[src/pooled_linked_list_engine_macros.svh]
// Assertion macros for the pooled linked-list engine.
// Included by modules that carry concurrent checks; uses clock and reset.
`ifndef POOLED_LINKED_LIST_ENGINE_MACROS_SVH
`define POOLED_LINKED_LIST_ENGINE_MACROS_SVH

// same-cycle implication
`define PLLE_ASSERT_NOW(label, ante, cons, msg) \
   label: assert property (@(posedge clock) disable iff (reset) (ante) |-> (cons)) \
      else $error(msg);

// next-cycle implication
`define PLLE_ASSERT_NEXT(label, ante, cons, msg) \
   label: assert property (@(posedge clock) disable iff (reset) (ante) |=> (cons)) \
      else $error(msg);

`endif

[src/plle_pkg.sv]
// Shared types and constants for the pooled linked-list engine.
// No dependencies.
package plle_pkg;

   localparam int SLOTS     = 64;
   localparam int DATA_BITS = 32;
   localparam int SLOT_W    = 7;
   localparam int IDX_W     = $clog2(SLOTS);
   localparam int POS_W     = 6;
   localparam int CMD_W     = 4;
   localparam int ADDR_W    = 3;
   localparam logic [ADDR_W-1:0] ADDR_ROTATE = 3'd0;

   typedef enum logic [CMD_W-1:0] {
      CMD_PUSH       = 4'd0,
      CMD_POPFRONT   = 4'd1,
      CMD_GETAT      = 4'd2,
      CMD_SETAT      = 4'd3,
      CMD_REMOVEAT   = 4'd4,
      CMD_GETSLOT    = 4'd5,
      CMD_SETSLOT    = 4'd6,
      CMD_REMOVESLOT = 4'd7,
      CMD_NEXT       = 4'd8,
      CMD_CLEAR      = 4'd9,
      CMD_FRONT      = 4'd10,
      CMD_BACK       = 4'd11
   } cmd_type;

   typedef enum logic [3:0] {
      OP_NONE,
      OP_LOAD,
      OP_SETUP_HEAD,
      OP_SETUP_TAIL,
      OP_SETUP_SID,
      OP_SETUP_FREE,
      OP_STEP,
      OP_SET_ELEM,
      OP_UL1,
      OP_UL2,
      OP_UL3,
      OP_PUSH2,
      OP_PUSH3,
      OP_CLR1,
      OP_CLR2
   } op_type;

   typedef struct packed {
      op_type op;
      logic   set_ok;
      logic   grab_data;
      logic   slot_cur;
      logic   slot_link;
      logic   out_load;
   } ctl_cmd_type;

   typedef struct packed {
      cmd_type cmd;
      logic    count_zero;
      logic    full;
      logic    free_zero;
      logic    pos_ok;
      logic    sid_ok;
      logic    walk_hit;
      logic    walk_end;
      logic    rotate;
   } stat_type;

   // link value of a never-written entry: next slot, last slot links to none
   function automatic logic [SLOT_W-1:0] link_default(input logic [IDX_W-1:0] idx);
      logic [SLOT_W-1:0] res;
      if (idx == IDX_W'(SLOTS - 1)) res = '0;
      else res = SLOT_W'(idx) + SLOT_W'(2);
      return res;
   endfunction

   function automatic logic [IDX_W-1:0] slot_idx(input logic [SLOT_W-1:0] slot);
      logic [SLOT_W-1:0] d;
      d = slot - SLOT_W'(1);
      return d[IDX_W-1:0];
   endfunction

endpackage

[src/plle_if.sv]
// Valid/ready channel interfaces for the pooled linked-list engine.
// Depends on plle_pkg.
interface plle_req_if;
   logic                           valid;
   logic                           ready;
   logic [plle_pkg::CMD_W-1:0]     cmd;
   logic [plle_pkg::POS_W-1:0]     elem_index;
   logic [plle_pkg::SLOT_W-1:0]    slot_id;
   logic [plle_pkg::DATA_BITS-1:0] data_in;
   modport source (output valid, cmd, elem_index, slot_id, data_in, input ready);
   modport sink (input valid, cmd, elem_index, slot_id, data_in, output ready);
endinterface

interface plle_rsp_if;
   logic                           valid;
   logic                           ready;
   logic                           ok;
   logic [plle_pkg::DATA_BITS-1:0] data_out;
   logic [plle_pkg::SLOT_W-1:0]    slot_out;
   logic [plle_pkg::SLOT_W-1:0]    list_size;
   logic [plle_pkg::SLOT_W-1:0]    free_count;
   logic [plle_pkg::SLOT_W-1:0]    head_slot;
   logic [plle_pkg::SLOT_W-1:0]    tail_slot;
   modport source (output valid, ok, data_out, slot_out, list_size, free_count,
                   head_slot, tail_slot, input ready);
   modport sink (input valid, ok, data_out, slot_out, list_size, free_count,
                 head_slot, tail_slot, output ready);
endinterface

[src/plle_datapath.sv]
// Datapath: link and element stores, list and free-list registers, walk logic.
// Depends on plle_pkg and pooled_linked_list_engine_macros.svh.
`include "pooled_linked_list_engine_macros.svh"

module plle_datapath (
   input  logic                           clock,
   input  logic                           reset,
   input  plle_pkg::ctl_cmd_type          ctl,
   output plle_pkg::stat_type             stat,
   input  logic [plle_pkg::CMD_W-1:0]     req_cmd,
   input  logic [plle_pkg::POS_W-1:0]     req_elem_index,
   input  logic [plle_pkg::SLOT_W-1:0]    req_slot_id,
   input  logic [plle_pkg::DATA_BITS-1:0] req_data_in,
   input  logic                           rotate,
   output logic                           rsp_ok,
   output logic [plle_pkg::DATA_BITS-1:0] rsp_data_out,
   output logic [plle_pkg::SLOT_W-1:0]    rsp_slot_out,
   output logic [plle_pkg::SLOT_W-1:0]    rsp_list_size,
   output logic [plle_pkg::SLOT_W-1:0]    rsp_free_count,
   output logic [plle_pkg::SLOT_W-1:0]    rsp_head_slot,
   output logic [plle_pkg::SLOT_W-1:0]    rsp_tail_slot
);

   logic [plle_pkg::SLOT_W-1:0]    link_mem [plle_pkg::SLOTS];
   logic [plle_pkg::DATA_BITS-1:0] elem_mem [plle_pkg::SLOTS];
   logic [plle_pkg::SLOTS-1:0]     link_vld_ff;

   logic [plle_pkg::SLOT_W-1:0]    link_rdata_ff;
   logic                           link_rvld_ff;
   logic [plle_pkg::IDX_W-1:0]     link_ridx_ff;
   logic [plle_pkg::DATA_BITS-1:0] elem_rdata_ff;
   logic [plle_pkg::SLOT_W-1:0]    link_q;

   plle_pkg::cmd_type              cmd_ff;
   logic [plle_pkg::POS_W-1:0]     pos_ff;
   logic [plle_pkg::SLOT_W-1:0]    sid_ff;
   logic [plle_pkg::DATA_BITS-1:0] din_ff;

   logic [plle_pkg::SLOT_W-1:0] head_ff, head_in, tail_ff, tail_in;
   logic [plle_pkg::SLOT_W-1:0] fhead_ff, fhead_in, ftail_ff, ftail_in;
   logic [plle_pkg::SLOT_W-1:0] count_ff, count_in, fcount_ff, fcount_in;
   logic [plle_pkg::SLOT_W-1:0] cur_ff, cur_in, prev_ff, prev_in, step_ff, step_in;

   logic                           res_ok_ff;
   logic [plle_pkg::DATA_BITS-1:0] res_data_ff;
   logic [plle_pkg::SLOT_W-1:0]    res_slot_ff;

   logic                        rd_en;
   logic [plle_pkg::SLOT_W-1:0] rd_slot;
   logic                        lwr_en;
   logic [plle_pkg::SLOT_W-1:0] lwr_slot, lwr_data;
   logic                        ewr_en;

   assign link_q = link_rvld_ff ? link_rdata_ff : plle_pkg::link_default(link_ridx_ff);

   always_comb begin
      rd_en = 1'b1;
      rd_slot = head_ff;
      case (ctl.op)
         plle_pkg::OP_SETUP_HEAD: rd_slot = head_ff;
         plle_pkg::OP_SETUP_TAIL: rd_slot = tail_ff;
         plle_pkg::OP_SETUP_SID:  rd_slot = sid_ff;
         plle_pkg::OP_SETUP_FREE: rd_slot = fhead_ff;
         plle_pkg::OP_STEP:       rd_slot = link_q;
         default:                 rd_en = 1'b0;
      endcase
   end

   always_comb begin
      head_in = head_ff;
      tail_in = tail_ff;
      fhead_in = fhead_ff;
      ftail_in = ftail_ff;
      count_in = count_ff;
      fcount_in = fcount_ff;
      cur_in = cur_ff;
      prev_in = prev_ff;
      step_in = step_ff;
      lwr_en = 1'b0;
      lwr_slot = cur_ff;
      lwr_data = '0;
      ewr_en = 1'b0;
      case (ctl.op)
         plle_pkg::OP_SETUP_HEAD, plle_pkg::OP_SETUP_TAIL, plle_pkg::OP_SETUP_SID,
         plle_pkg::OP_SETUP_FREE: begin
            cur_in = rd_slot;
            prev_in = '0;
            step_in = '0;
         end
         plle_pkg::OP_STEP: begin
            prev_in = cur_ff;
            cur_in = link_q;
            step_in = step_ff + plle_pkg::SLOT_W'(1);
         end
         plle_pkg::OP_SET_ELEM: ewr_en = 1'b1;
         plle_pkg::OP_UL1: begin
            if (prev_ff == '0) begin
               head_in = link_q;
            end else begin
               lwr_en = 1'b1;
               lwr_slot = prev_ff;
               lwr_data = link_q;
            end
            if (tail_ff == cur_ff) tail_in = prev_ff;
         end
         plle_pkg::OP_UL2: lwr_en = 1'b1;
         plle_pkg::OP_UL3: begin
            if (fcount_ff == '0) begin
               fhead_in = cur_ff;
            end else begin
               lwr_en = 1'b1;
               lwr_slot = ftail_ff;
               lwr_data = cur_ff;
            end
            ftail_in = cur_ff;
            fcount_in = fcount_ff + plle_pkg::SLOT_W'(1);
            count_in = count_ff - plle_pkg::SLOT_W'(1);
            if (count_ff == plle_pkg::SLOT_W'(1)) begin
               head_in = '0;
               tail_in = '0;
            end
         end
         plle_pkg::OP_PUSH2: begin
            fhead_in = link_q;
            fcount_in = fcount_ff - plle_pkg::SLOT_W'(1);
            if (fcount_ff == plle_pkg::SLOT_W'(1)) begin
               fhead_in = '0;
               ftail_in = '0;
            end
            lwr_en = 1'b1;
            ewr_en = 1'b1;
         end
         plle_pkg::OP_PUSH3: begin
            if (count_ff == '0) begin
               head_in = cur_ff;
            end else begin
               lwr_en = 1'b1;
               lwr_slot = tail_ff;
               lwr_data = cur_ff;
            end
            tail_in = cur_ff;
            count_in = count_ff + plle_pkg::SLOT_W'(1);
         end
         plle_pkg::OP_CLR1: begin
            if (fcount_ff == '0) begin
               fhead_in = head_ff;
            end else begin
               lwr_en = 1'b1;
               lwr_slot = ftail_ff;
               lwr_data = head_ff;
            end
         end
         plle_pkg::OP_CLR2: begin
            lwr_en = 1'b1;
            lwr_slot = tail_ff;
            ftail_in = tail_ff;
            fcount_in = fcount_ff + count_ff;
            count_in = '0;
            head_in = '0;
            tail_in = '0;
         end
         default: ;
      endcase
   end

   always_ff @(posedge clock) begin
      if (rd_en) begin
         link_rdata_ff <= link_mem[plle_pkg::slot_idx(rd_slot)];
         link_rvld_ff <= link_vld_ff[plle_pkg::slot_idx(rd_slot)];
         link_ridx_ff <= plle_pkg::slot_idx(rd_slot);
         elem_rdata_ff <= elem_mem[plle_pkg::slot_idx(rd_slot)];
      end
      if (lwr_en) link_mem[plle_pkg::slot_idx(lwr_slot)] <= lwr_data;
      if (ewr_en) elem_mem[plle_pkg::slot_idx(cur_ff)] <= din_ff;
   end

   always_ff @(posedge clock) begin
      if (reset) begin
         link_vld_ff <= '0;
         head_ff <= '0;
         tail_ff <= '0;
         fhead_ff <= plle_pkg::SLOT_W'(1);
         ftail_ff <= plle_pkg::SLOT_W'(plle_pkg::SLOTS);
         count_ff <= '0;
         fcount_ff <= plle_pkg::SLOT_W'(plle_pkg::SLOTS);
      end else begin
         if (lwr_en) link_vld_ff[plle_pkg::slot_idx(lwr_slot)] <= 1'b1;
         head_ff <= head_in;
         tail_ff <= tail_in;
         fhead_ff <= fhead_in;
         ftail_ff <= ftail_in;
         count_ff <= count_in;
         fcount_ff <= fcount_in;
      end
   end

   always_ff @(posedge clock) begin
      cur_ff <= cur_in;
      prev_ff <= prev_in;
      step_ff <= step_in;
      if (ctl.op == plle_pkg::OP_LOAD) begin
         cmd_ff <= plle_pkg::cmd_type'(req_cmd);
         pos_ff <= req_elem_index;
         sid_ff <= req_slot_id;
         din_ff <= req_data_in;
         res_ok_ff <= 1'b0;
         res_data_ff <= '0;
         res_slot_ff <= '0;
      end else begin
         if (ctl.set_ok) res_ok_ff <= 1'b1;
         if (ctl.grab_data) res_data_ff <= elem_rdata_ff;
         if (ctl.slot_cur) res_slot_ff <= cur_ff;
         if (ctl.slot_link) res_slot_ff <= link_q;
      end
      if (ctl.out_load) begin
         rsp_ok <= res_ok_ff;
         rsp_data_out <= res_data_ff;
         rsp_slot_out <= res_slot_ff;
         rsp_list_size <= count_ff;
         rsp_free_count <= fcount_ff;
         rsp_head_slot <= head_ff;
         rsp_tail_slot <= tail_ff;
      end
   end

   always_comb begin
      stat.cmd = cmd_ff;
      stat.count_zero = (count_ff == '0);
      stat.full = (count_ff == plle_pkg::SLOT_W'(plle_pkg::SLOTS));
      stat.free_zero = (fcount_ff == '0);
      stat.pos_ok = (plle_pkg::SLOT_W'(pos_ff) < count_ff);
      stat.sid_ok = (sid_ff != '0) && (sid_ff <= plle_pkg::SLOT_W'(plle_pkg::SLOTS));
      stat.rotate = rotate;
      stat.walk_end = (cmd_ff == plle_pkg::CMD_REMOVESLOT) && (step_ff == count_ff);
      case (cmd_ff)
         plle_pkg::CMD_GETAT, plle_pkg::CMD_SETAT, plle_pkg::CMD_REMOVEAT:
            stat.walk_hit = (step_ff == plle_pkg::SLOT_W'(pos_ff));
         plle_pkg::CMD_REMOVESLOT: stat.walk_hit = (cur_ff == sid_ff);
         default: stat.walk_hit = 1'b1;
      endcase
   end

   // free count drops at OP_PUSH2, ahead of the list count rise at OP_PUSH3
   `PLLE_ASSERT_NOW(a_pool_total, ctl.op != plle_pkg::OP_PUSH3,
      (count_ff + fcount_ff) == plle_pkg::SLOT_W'(plle_pkg::SLOTS), "slots lost from pool")
   `PLLE_ASSERT_NOW(a_empty_ends, count_ff == '0, head_ff == '0 && tail_ff == '0,
      "empty list has ends")
   `PLLE_ASSERT_NEXT(a_unlink_free, ctl.op == plle_pkg::OP_UL3,
      fcount_ff == $past(fcount_ff) + plle_pkg::SLOT_W'(1), "free count not bumped")

endmodule

[src/plle_ctrl.sv]
// Controller: sequences each command through the datapath and owns rsp valid.
// Depends on plle_pkg.
module plle_ctrl (
   input  logic                  clock,
   input  logic                  reset,
   input  logic                  req_valid,
   output logic                  req_ready,
   output logic                  rsp_valid,
   input  logic                  rsp_ready,
   input  plle_pkg::stat_type    stat,
   output plle_pkg::ctl_cmd_type ctl
);

   typedef enum logic [3:0] {
      ST_IDLE, ST_DISP, ST_WALK, ST_UL1, ST_UL2, ST_UL3,
      ST_PUSH1, ST_PUSH2, ST_PUSH3, ST_CLR1, ST_CLR2, ST_FIN
   } state_type;

   state_type state_ff, state_in;
   logic      rsp_valid_ff;

   assign req_ready = (state_ff == ST_IDLE);
   assign rsp_valid = rsp_valid_ff;

   always_comb begin
      ctl = '0;
      ctl.op = plle_pkg::OP_NONE;
      state_in = state_ff;
      case (state_ff)
         ST_IDLE: begin
            if (req_valid) begin
               ctl.op = plle_pkg::OP_LOAD;
               state_in = ST_DISP;
            end
         end
         ST_DISP: begin
            state_in = ST_FIN;
            case (stat.cmd)
               plle_pkg::CMD_PUSH: begin
                  if (stat.full && stat.rotate) begin
                     ctl.op = plle_pkg::OP_SETUP_HEAD;
                     state_in = ST_UL1;
                  end else if (!stat.free_zero) begin
                     state_in = ST_PUSH1;
                  end
               end
               plle_pkg::CMD_POPFRONT, plle_pkg::CMD_FRONT: begin
                  if (!stat.count_zero) begin
                     ctl.op = plle_pkg::OP_SETUP_HEAD;
                     state_in = ST_WALK;
                  end
               end
               plle_pkg::CMD_BACK: begin
                  if (!stat.count_zero) begin
                     ctl.op = plle_pkg::OP_SETUP_TAIL;
                     state_in = ST_WALK;
                  end
               end
               plle_pkg::CMD_GETAT, plle_pkg::CMD_SETAT, plle_pkg::CMD_REMOVEAT: begin
                  if (stat.pos_ok) begin
                     ctl.op = plle_pkg::OP_SETUP_HEAD;
                     state_in = ST_WALK;
                  end
               end
               plle_pkg::CMD_GETSLOT, plle_pkg::CMD_SETSLOT, plle_pkg::CMD_NEXT: begin
                  if (stat.sid_ok) begin
                     ctl.op = plle_pkg::OP_SETUP_SID;
                     state_in = ST_WALK;
                  end
               end
               plle_pkg::CMD_REMOVESLOT: begin
                  if (stat.sid_ok) begin
                     ctl.op = plle_pkg::OP_SETUP_HEAD;
                     state_in = ST_WALK;
                  end
               end
               plle_pkg::CMD_CLEAR: begin
                  ctl.set_ok = 1'b1;
                  if (!stat.count_zero) state_in = ST_CLR1;
               end
               default: state_in = ST_FIN;
            endcase
         end
         ST_WALK: begin
            if (stat.walk_end) begin
               state_in = ST_FIN;
            end else if (!stat.walk_hit) begin
               ctl.op = plle_pkg::OP_STEP;
            end else begin
               ctl.set_ok = 1'b1;
               state_in = ST_FIN;
               case (stat.cmd)
                  plle_pkg::CMD_POPFRONT: begin
                     ctl.op = plle_pkg::OP_UL1;
                     ctl.grab_data = 1'b1;
                     ctl.slot_cur = 1'b1;
                     state_in = ST_UL2;
                  end
                  plle_pkg::CMD_REMOVEAT, plle_pkg::CMD_REMOVESLOT: begin
                     ctl.op = plle_pkg::OP_UL1;
                     ctl.slot_cur = 1'b1;
                     state_in = ST_UL2;
                  end
                  plle_pkg::CMD_SETAT, plle_pkg::CMD_SETSLOT: begin
                     ctl.op = plle_pkg::OP_SET_ELEM;
                     ctl.slot_cur = 1'b1;
                  end
                  plle_pkg::CMD_NEXT: ctl.slot_link = 1'b1;
                  default: begin
                     ctl.grab_data = 1'b1;
                     ctl.slot_cur = 1'b1;
                  end
               endcase
            end
         end
         ST_UL1: begin
            ctl.op = plle_pkg::OP_UL1;
            state_in = ST_UL2;
         end
         ST_UL2: begin
            ctl.op = plle_pkg::OP_UL2;
            state_in = ST_UL3;
         end
         ST_UL3: begin
            ctl.op = plle_pkg::OP_UL3;
            state_in = (stat.cmd == plle_pkg::CMD_PUSH) ? ST_PUSH1 : ST_FIN;
         end
         ST_PUSH1: begin
            ctl.op = plle_pkg::OP_SETUP_FREE;
            state_in = ST_PUSH2;
         end
         ST_PUSH2: begin
            ctl.op = plle_pkg::OP_PUSH2;
            state_in = ST_PUSH3;
         end
         ST_PUSH3: begin
            ctl.op = plle_pkg::OP_PUSH3;
            ctl.set_ok = 1'b1;
            ctl.slot_cur = 1'b1;
            state_in = ST_FIN;
         end
         ST_CLR1: begin
            ctl.op = plle_pkg::OP_CLR1;
            state_in = ST_CLR2;
         end
         ST_CLR2: begin
            ctl.op = plle_pkg::OP_CLR2;
            state_in = ST_FIN;
         end
         ST_FIN: begin
            if (!(rsp_valid_ff && !rsp_ready)) begin
               ctl.out_load = 1'b1;
               state_in = ST_IDLE;
            end
         end
         default: state_in = ST_IDLE;
      endcase
   end

   always_ff @(posedge clock) begin
      if (reset) begin
         state_ff <= ST_IDLE;
         rsp_valid_ff <= 1'b0;
      end else begin
         state_ff <= state_in;
         rsp_valid_ff <= ctl.out_load || (rsp_valid_ff && !rsp_ready);
      end
   end

endmodule

[src/pooled_linked_list_engine.sv]
// Top level of the pooled linked-list engine: channels, CSR port, ctrl and datapath.
// Depends on plle_pkg, plle_if, plle_ctrl and plle_datapath.
//
// Usage: commands arrive on req_ch (valid/ready); each transfer produces one
// response on rsp_ch. One command is worked at a time; req_ch.ready is high
// while the engine is idle, even if the previous response still waits.
// Get, set and remove by position walk k links from the head (k up to 63);
// remove by slot walks until it hits the slot or has walked the whole list.
// The walk reads one link-store entry per cycle. A new command is taken only
// after the response of the last one is loaded into the output register.
// The CSR port holds rotate_when_full at byte address 0; write only while idle.
// Reset (synchronous) empties the list and returns all 64 slots to the free
// list at once; element data stays undefined until written.
// A stalled response holds in the output register; the engine finishes the
// next command and then waits until that response transfer completes.
module pooled_linked_list_engine (
   input  logic                          clock,
   input  logic                          reset,
   plle_req_if.sink                      req_ch,
   plle_rsp_if.source                    rsp_ch,
   input  logic                          csr_psel,
   input  logic                          csr_penable,
   input  logic                          csr_pwrite,
   input  logic [plle_pkg::ADDR_W-1:0]   csr_paddr,
   input  logic [31:0]                   csr_pwdata,
   output logic [31:0]                   csr_prdata,
   output logic                          csr_pready
);

   plle_pkg::ctl_cmd_type ctl;
   plle_pkg::stat_type    stat;
   logic                  rotate_ff;

   assign csr_pready = 1'b1;
   assign csr_prdata = (csr_paddr == plle_pkg::ADDR_ROTATE) ? {31'b0, rotate_ff} : 32'b0;

   always_ff @(posedge clock) begin
      if (reset) begin
         rotate_ff <= 1'b0;
      end else if (csr_psel && csr_penable && csr_pwrite
                   && csr_paddr == plle_pkg::ADDR_ROTATE) begin
         rotate_ff <= csr_pwdata[0];
      end
   end

   plle_ctrl u_ctrl (
      .clock     (clock),
      .reset     (reset),
      .req_valid (req_ch.valid),
      .req_ready (req_ch.ready),
      .rsp_valid (rsp_ch.valid),
      .rsp_ready (rsp_ch.ready),
      .stat      (stat),
      .ctl       (ctl)
   );

   plle_datapath u_datapath (
      .clock          (clock),
      .reset          (reset),
      .ctl            (ctl),
      .stat           (stat),
      .req_cmd        (req_ch.cmd),
      .req_elem_index (req_ch.elem_index),
      .req_slot_id    (req_ch.slot_id),
      .req_data_in    (req_ch.data_in),
      .rotate         (rotate_ff),
      .rsp_ok         (rsp_ch.ok),
      .rsp_data_out   (rsp_ch.data_out),
      .rsp_slot_out   (rsp_ch.slot_out),
      .rsp_list_size  (rsp_ch.list_size),
      .rsp_free_count (rsp_ch.free_count),
      .rsp_head_slot  (rsp_ch.head_slot),
      .rsp_tail_slot  (rsp_ch.tail_slot)
   );

endmodule
[src/flat_wrapper.sv]
// flat-port wrapper written by rule: the top's interface ports become plain ports
module pooled_linked_list_engine_flat 
  (clock, reset, csr_psel, csr_penable, csr_pwrite, csr_paddr, csr_pwdata, csr_prdata, csr_pready, req_ch_valid, req_ch_cmd, req_ch_elem_index, req_ch_slot_id, req_ch_data_in, req_ch_ready, rsp_ch_valid, rsp_ch_ok, rsp_ch_data_out, rsp_ch_slot_out, rsp_ch_list_size, rsp_ch_free_count, rsp_ch_head_slot, rsp_ch_tail_slot, rsp_ch_ready);
  plle_req_if req_ch_i ();
  plle_rsp_if rsp_ch_i ();
  input  logic clock;
  input  logic reset;
  input  logic csr_psel;
  input  logic csr_penable;
  input  logic csr_pwrite;
  input  logic [plle_pkg::ADDR_W-1:0] csr_paddr;
  input  logic [31:0] csr_pwdata;
  output logic [31:0] csr_prdata;
  output logic csr_pready;
  input wire logic [$bits(req_ch_i.valid)-1:0] req_ch_valid;
  input wire logic [$bits(req_ch_i.cmd)-1:0] req_ch_cmd;
  input wire logic [$bits(req_ch_i.elem_index)-1:0] req_ch_elem_index;
  input wire logic [$bits(req_ch_i.slot_id)-1:0] req_ch_slot_id;
  input wire logic [$bits(req_ch_i.data_in)-1:0] req_ch_data_in;
  output wire logic [$bits(req_ch_i.ready)-1:0] req_ch_ready;
  output wire logic [$bits(rsp_ch_i.valid)-1:0] rsp_ch_valid;
  output wire logic [$bits(rsp_ch_i.ok)-1:0] rsp_ch_ok;
  output wire logic [$bits(rsp_ch_i.data_out)-1:0] rsp_ch_data_out;
  output wire logic [$bits(rsp_ch_i.slot_out)-1:0] rsp_ch_slot_out;
  output wire logic [$bits(rsp_ch_i.list_size)-1:0] rsp_ch_list_size;
  output wire logic [$bits(rsp_ch_i.free_count)-1:0] rsp_ch_free_count;
  output wire logic [$bits(rsp_ch_i.head_slot)-1:0] rsp_ch_head_slot;
  output wire logic [$bits(rsp_ch_i.tail_slot)-1:0] rsp_ch_tail_slot;
  input wire logic [$bits(rsp_ch_i.ready)-1:0] rsp_ch_ready;
  assign req_ch_i.valid = req_ch_valid;
  assign req_ch_i.cmd = req_ch_cmd;
  assign req_ch_i.elem_index = req_ch_elem_index;
  assign req_ch_i.slot_id = req_ch_slot_id;
  assign req_ch_i.data_in = req_ch_data_in;
  assign req_ch_ready = req_ch_i.ready;
  assign rsp_ch_valid = rsp_ch_i.valid;
  assign rsp_ch_ok = rsp_ch_i.ok;
  assign rsp_ch_data_out = rsp_ch_i.data_out;
  assign rsp_ch_slot_out = rsp_ch_i.slot_out;
  assign rsp_ch_list_size = rsp_ch_i.list_size;
  assign rsp_ch_free_count = rsp_ch_i.free_count;
  assign rsp_ch_head_slot = rsp_ch_i.head_slot;
  assign rsp_ch_tail_slot = rsp_ch_i.tail_slot;
  assign rsp_ch_i.ready = rsp_ch_ready;
  pooled_linked_list_engine u_core (.clock(clock), .reset(reset), .req_ch(req_ch_i), .rsp_ch(rsp_ch_i), .csr_psel(csr_psel), .csr_penable(csr_penable), .csr_pwrite(csr_pwrite), .csr_paddr(csr_paddr), .csr_pwdata(csr_pwdata), .csr_prdata(csr_prdata), .csr_pready(csr_pready));
endmodule
[config.mk]
export PLATFORM = sky130hd
export DESIGN_NAME = pooled_linked_list_engine_flat
export DESIGN_NICKNAME = d
export VERILOG_FILES = /design/src/plle_pkg.sv /design/src/plle_if.sv /design/src/plle_datapath.sv /design/src/plle_ctrl.sv /design/src/pooled_linked_list_engine.sv /design/src/flat_wrapper.sv
export VERILOG_INCLUDE_DIRS = /design/src /design/src/src
export SDC_FILE = /design/constraint.sdc
export NUM_CORES = 2
export LEC_CHECK = 0
export ABC_AREA = 0
export BUFFER_PORTS_ARGS = -buffer_cell sky130_fd_sc_hd__buf_2
export CAP_MARGIN = 5
export CORE_ASPECT_RATIO = 1.5
export CORE_MARGIN = 1
export CORE_UTILIZATION = 54
export CTS_CLUSTER_DIAMETER = 150
export DETAILED_ROUTE_END_ITERATION = 10
export GPL_ROUTABILITY_DRIVEN = 0
export PLACE_DENSITY = 0.82
export SLEW_MARGIN = 20
export SYNTH_ARGS = -nofsm -noshare
export SYNTH_HDL_FRONTEND = slang
export SYNTH_SLANG_ARGS = --single-unit
[constraint.sdc]
create_clock -name clock -period 10.35 [get_ports clock]
set_input_delay 2.5875 -clock clock [delete_from_list [all_inputs] [get_ports clock]]
set_output_delay 2.5875 -clock clock [all_outputs]
set_load 0.03 [all_outputs]
==> qor.csv <==
stage;metric;value;unit
floorplan;die_h;555.4;µm
floorplan;start_util;54.46;%
routing;vias_per_cell;7.163;
cells_and_area;multi_input_area;25830;µm²
worst_setup_path;cp-start-kind;flip-flop;
synth;synth_area;110300;µm²
cells_and_area;area_delta_synth_final;11.65;%
clock_tree;holdBufCountCts;0;
grt;grt_overflow_total;0;
worst_setup_path;r2r_start;u_core.u_ctrl.state_ff[0];
synth;synth.distinct_cells;83;
clock_tree;cts_max_level;4;
floorplan;io_pins;194;
sta;fin_setup_tns;0;ns
floorplan;coreArea;202400;µm²
floorplan;dieArea;206000;µm²
grt;grt_pass1_wl;447000;µm
routing;antenna_left;0;
sta;final-max-slew-violation-count;0;
worst_setup_path;cp_data_required_time;10.84;ns
sta;worstMarginPinSlew;1.202;ns
routing;drt_wl_total;318100;µm
sta;clock-skew-final;0.1263;ns
placement;placed_area;114800;µm²
synth;synth-edff-count;2680;
floorplan;core.rowCount;202;
cells_and_area;final_util;60.81;%
routing;drt_iter0_drc;10480;
grt;antenna_found_initial;6;
clock_tree;path_clk_slew;0.07;ns
synth;yosysSeqAreaShare;75.73;%
worst_setup_path;endpoint_kind;flip-flop;
sta;finalHoldViolCount;0;
synth;synthFlopType;edfxtp_1;
clock_tree;clk_latency;0.93;ns
worst_setup_path;crit_path_top_delay_cell;clkinv_2;
clock_tree;cts.path.max_buffers;4;
job;cap_viol_max_count;0;
status;status;finished, final reports clean;
cells_and_area;drive_above_1_share;28.25;%
floorplan;die_w;371.0;µm
synth;syn_avg_cell_area;21.17;µm²
clock_tree;cts_made_buffers;240;
sta;fmax;129.0;MHz
min_path;hp-class;flip-flop to flip-flop;
routing;via_count;59385;
grt;grt_max_degree;109;
sta;rsz0062_at_grt;false;
grt;grt_pass1_vias;59541;
worst_setup_path;arrival;8.25;ns
placement;place_ws;2.439;ns
placement;io_buffers;130;
worst_setup_path;critical_path.startpoint;u_core.u_ctrl.state_ff[0];
synth;ys_warn_count;0;
cells_and_area;final_nets;5552;
worst_setup_path;crit_chain;nor2b_1 > nand3_1 > nor3_1 > a211o_1 > o2111a_1 > a221oi_4 > inv_8 > o21ai_1 > nor3_1 > xnor2_2 > buf_4 > clkinv_2 > buf_4 > nand3_1 > nand4_1;
synth;synthArstFlopShare;0;%
sta;relSlewSlack;19.87;%
min_path;holdCritStartpoint;u_core.u_datapath.res_data_ff[1];
clock_tree;cts_tree;built;
cells_and_area;fillers;12604;
sta;setup_violations;0;
clock_tree;cts.repair.resized;0;
worst_setup_path;crit_fanout;64;
clock_tree;clock_sinks;2831;
sta;layout_setup_ws;2.596;ns
routing;drt-pass1-iter-count;9;
clock_tree;root_buffer;clkbuf_16;
cells_and_area;fin_area;123100;µm²
clock_tree;cts_setup_buffers;0;
worst_setup_path;slowest_delay;0.86;ns
synth;ys_ff_latch;2831;
routing;drc_errors;0;
grt;track_usage;30.93;%
placement;dp_hpwl;153600;µm
sta;finalCritPeriodShare;74.92;%
cells_and_area;seqCellArea;83500;µm²
synth;syn_inst;5209;
sta;min_period;7.754;ns
worst_setup_path;crit_type;flip-flop to flip-flop;
routing;wl_per_cell;38.37;µm
flip-flops by register name, indices dropped and copies added, names as in the netlist, 32 cells and up:
name                             flops
u_core.u_datapath.din_ff            32
u_core.u_datapath.elem_mem        2048
u_core.u_datapath.elem_rdata_ff     32
u_core.u_datapath.link_mem         448
u_core.u_datapath.link_vld_ff       64
u_core.u_datapath.res_data_ff       32
u_core.u_datapath.rsp_data_out      32
kinds of logic (layout without fill, tap and decap cells):
| kind of cell | count (synthesis) | count (layout) | synth area share, % |
|---|---|---|---|
| AO/OA/AOI/OAI | 299 | 299 | 1.854 |
| XOR/XNOR | 55 | 55 | 0.4369 |
| adder cells (fa/ha/maj) | 22 | 22 | 0.2565 |
| buffers and inverters | 428 | 824 | 1.704 |
| flip-flops | 2831 | 2831 | 75.73 |
| multiplexers | 858 | 858 | 16.87 |
| other | 2 | 36 | 0.006811 |
| AND/OR/NAND/NOR | 714 | 714 | 3.140 |
synthesized netlist by cell type (10+ instances only):
| cell | number | area (µm²) |
|---|---|---|
| mux2i_1 | 54 | 540.5 |
| and2_1 | 11 | 68.82 |
| nand2b_1 | 14 | 87.58 |
| o21ai_0 | 43 | 215.2 |
| dfxtp_1 | 151 | 3023 |
| nand4_1 | 46 | 287.8 |
| buf_4 | 33 | 247.7 |
| nor3_1 | 97 | 485.5 |
| buf_2 | 101 | 505.5 |
| nor4_1 | 10 | 62.56 |
| nor2_1 | 217 | 814.5 |
| a21oi_1 | 57 | 285.3 |
| xnor2_1 | 31 | 271.5 |
| mux4_2 | 800 | 18020 |
| a22oi_1 | 12 | 90.09 |
| buf_1 | 17 | 63.81 |
| inv_1 | 93 | 349.1 |
| xor2_1 | 24 | 210.2 |
| or3_1 | 20 | 125.1 |
| clkbuf_1 | 177 | 664.4 |
| edfxtp_1 | 2680 | 80480 |
| nand2_1 | 82 | 307.8 |
| nand3_1 | 178 | 890.9 |
| a211oi_1 | 24 | 180.2 |
| o22ai_1 | 71 | 444.2 |
| ha_1 | 21 | 262.8 |
cell type report:
cell class,instances,area share [%]
Tap cell,2652,2.695
Multi-Input combinational cell,1980,20.98
Inverter,97,0.3100
Clock inverter,150,1.338
Antenna cell,4,0.008131
Sequential cell,2831,67.83
Clock buffer,288,5.195
Timing Repair Buffer,289,1.644
metal layers:
metal | GRT usage [%] | part of all wire (%) | vias to the layer above
met5 | 0 | 0.012 | -
met4 | 22.35 | 9.1 | 6
met3 | 6.044 | 11 | 1422
met2 | 50.55 | 49 | 5674
met1 | 36.73 | 30 | 30149
li1 | - | - | 22134
critical path: cells and delay by family, from the launching register on:
family                    cells  cell delay [ns]
DFF                           1             0.77
xor gates and xnor gates      1             0.17
buffers and inverters         4             2.60
and+or+nand+nor               6             2.57
AOI/OAI and AO/OA             4             1.09
path summary, 6_finish.rpt:
check | end | slack (ns) | depth (start not counted)
max | u_core.u_datapath.link_rdata_ff[1] | 2.60 | 15
min | u_core.u_datapath.rsp_data_out[1] | 0.43 | 0
max reg2reg | u_core.u_datapath.link_rdata_ff[1] | 2.60 | 15
min reg2reg | u_core.u_datapath.rsp_data_out[1] | 0.43 | 0
per-stage QoR:
step | cells | hold slack, ns
after floorplan | 5239 | 0.4029
after global placement | 7847 | 0.4145
after detailed placement | 7847 | 0.4143
after CTS | 8285 | 0.4327
after global routing | 8288 | 0.4461
final | 8291 | 0.4312
cell usage in the layout (no fill, tap or decap), types with 8 or more instances in the layout:
| cell | Yosys | final |
|---|---|---|
| a211oi_1 | 24 | 24 |
| a21oi_1 | 57 | 54 |
| a222oi_1 | 8 | 8 |
| a22oi_1 | 12 | 11 |
| and2_1 | 11 | 10 |
| buf_12 | 0 | 12 |
| buf_2 | 101 | 129 |
| buf_4 | 33 | 145 |
| bufinv_16 | 0 | 33 |
| clkbuf_1 | 177 | 35 |
| clkbuf_16 | 0 | 247 |
| clkinv_1 | 0 | 43 |
| clkinv_2 | 0 | 46 |
| clkinvlp_4 | 0 | 18 |
| conb_1 | 2 | 32 |
| dfxtp_1 | 151 | 151 |
| edfxtp_1 | 2680 | 2680 |
| ha_1 | 21 | 21 |
| inv_1 | 93 | 92 |
| mux2i_1 | 54 | 54 |
| mux4_2 | 800 | 800 |
| nand2_1 | 82 | 81 |
| nand2b_1 | 14 | 14 |
| nand3_1 | 178 | 178 |
| nand4_1 | 46 | 46 |
| nor2_1 | 217 | 153 |
| nor2_4 | 0 | 64 |
| nor2b_1 | 8 | 8 |
| nor3_1 | 97 | 65 |
| nor3_2 | 2 | 34 |
| nor4_1 | 10 | 9 |
| o21ai_0 | 43 | 36 |
| o22ai_1 | 71 | 71 |
| or3_1 | 20 | 20 |
| xnor2_1 | 31 | 27 |
| xor2_1 | 24 | 22 |
Power is left out: the tool's default activity adds up to more than one toggle a clock period on the data nets, which glitch-free logic cannot reach.
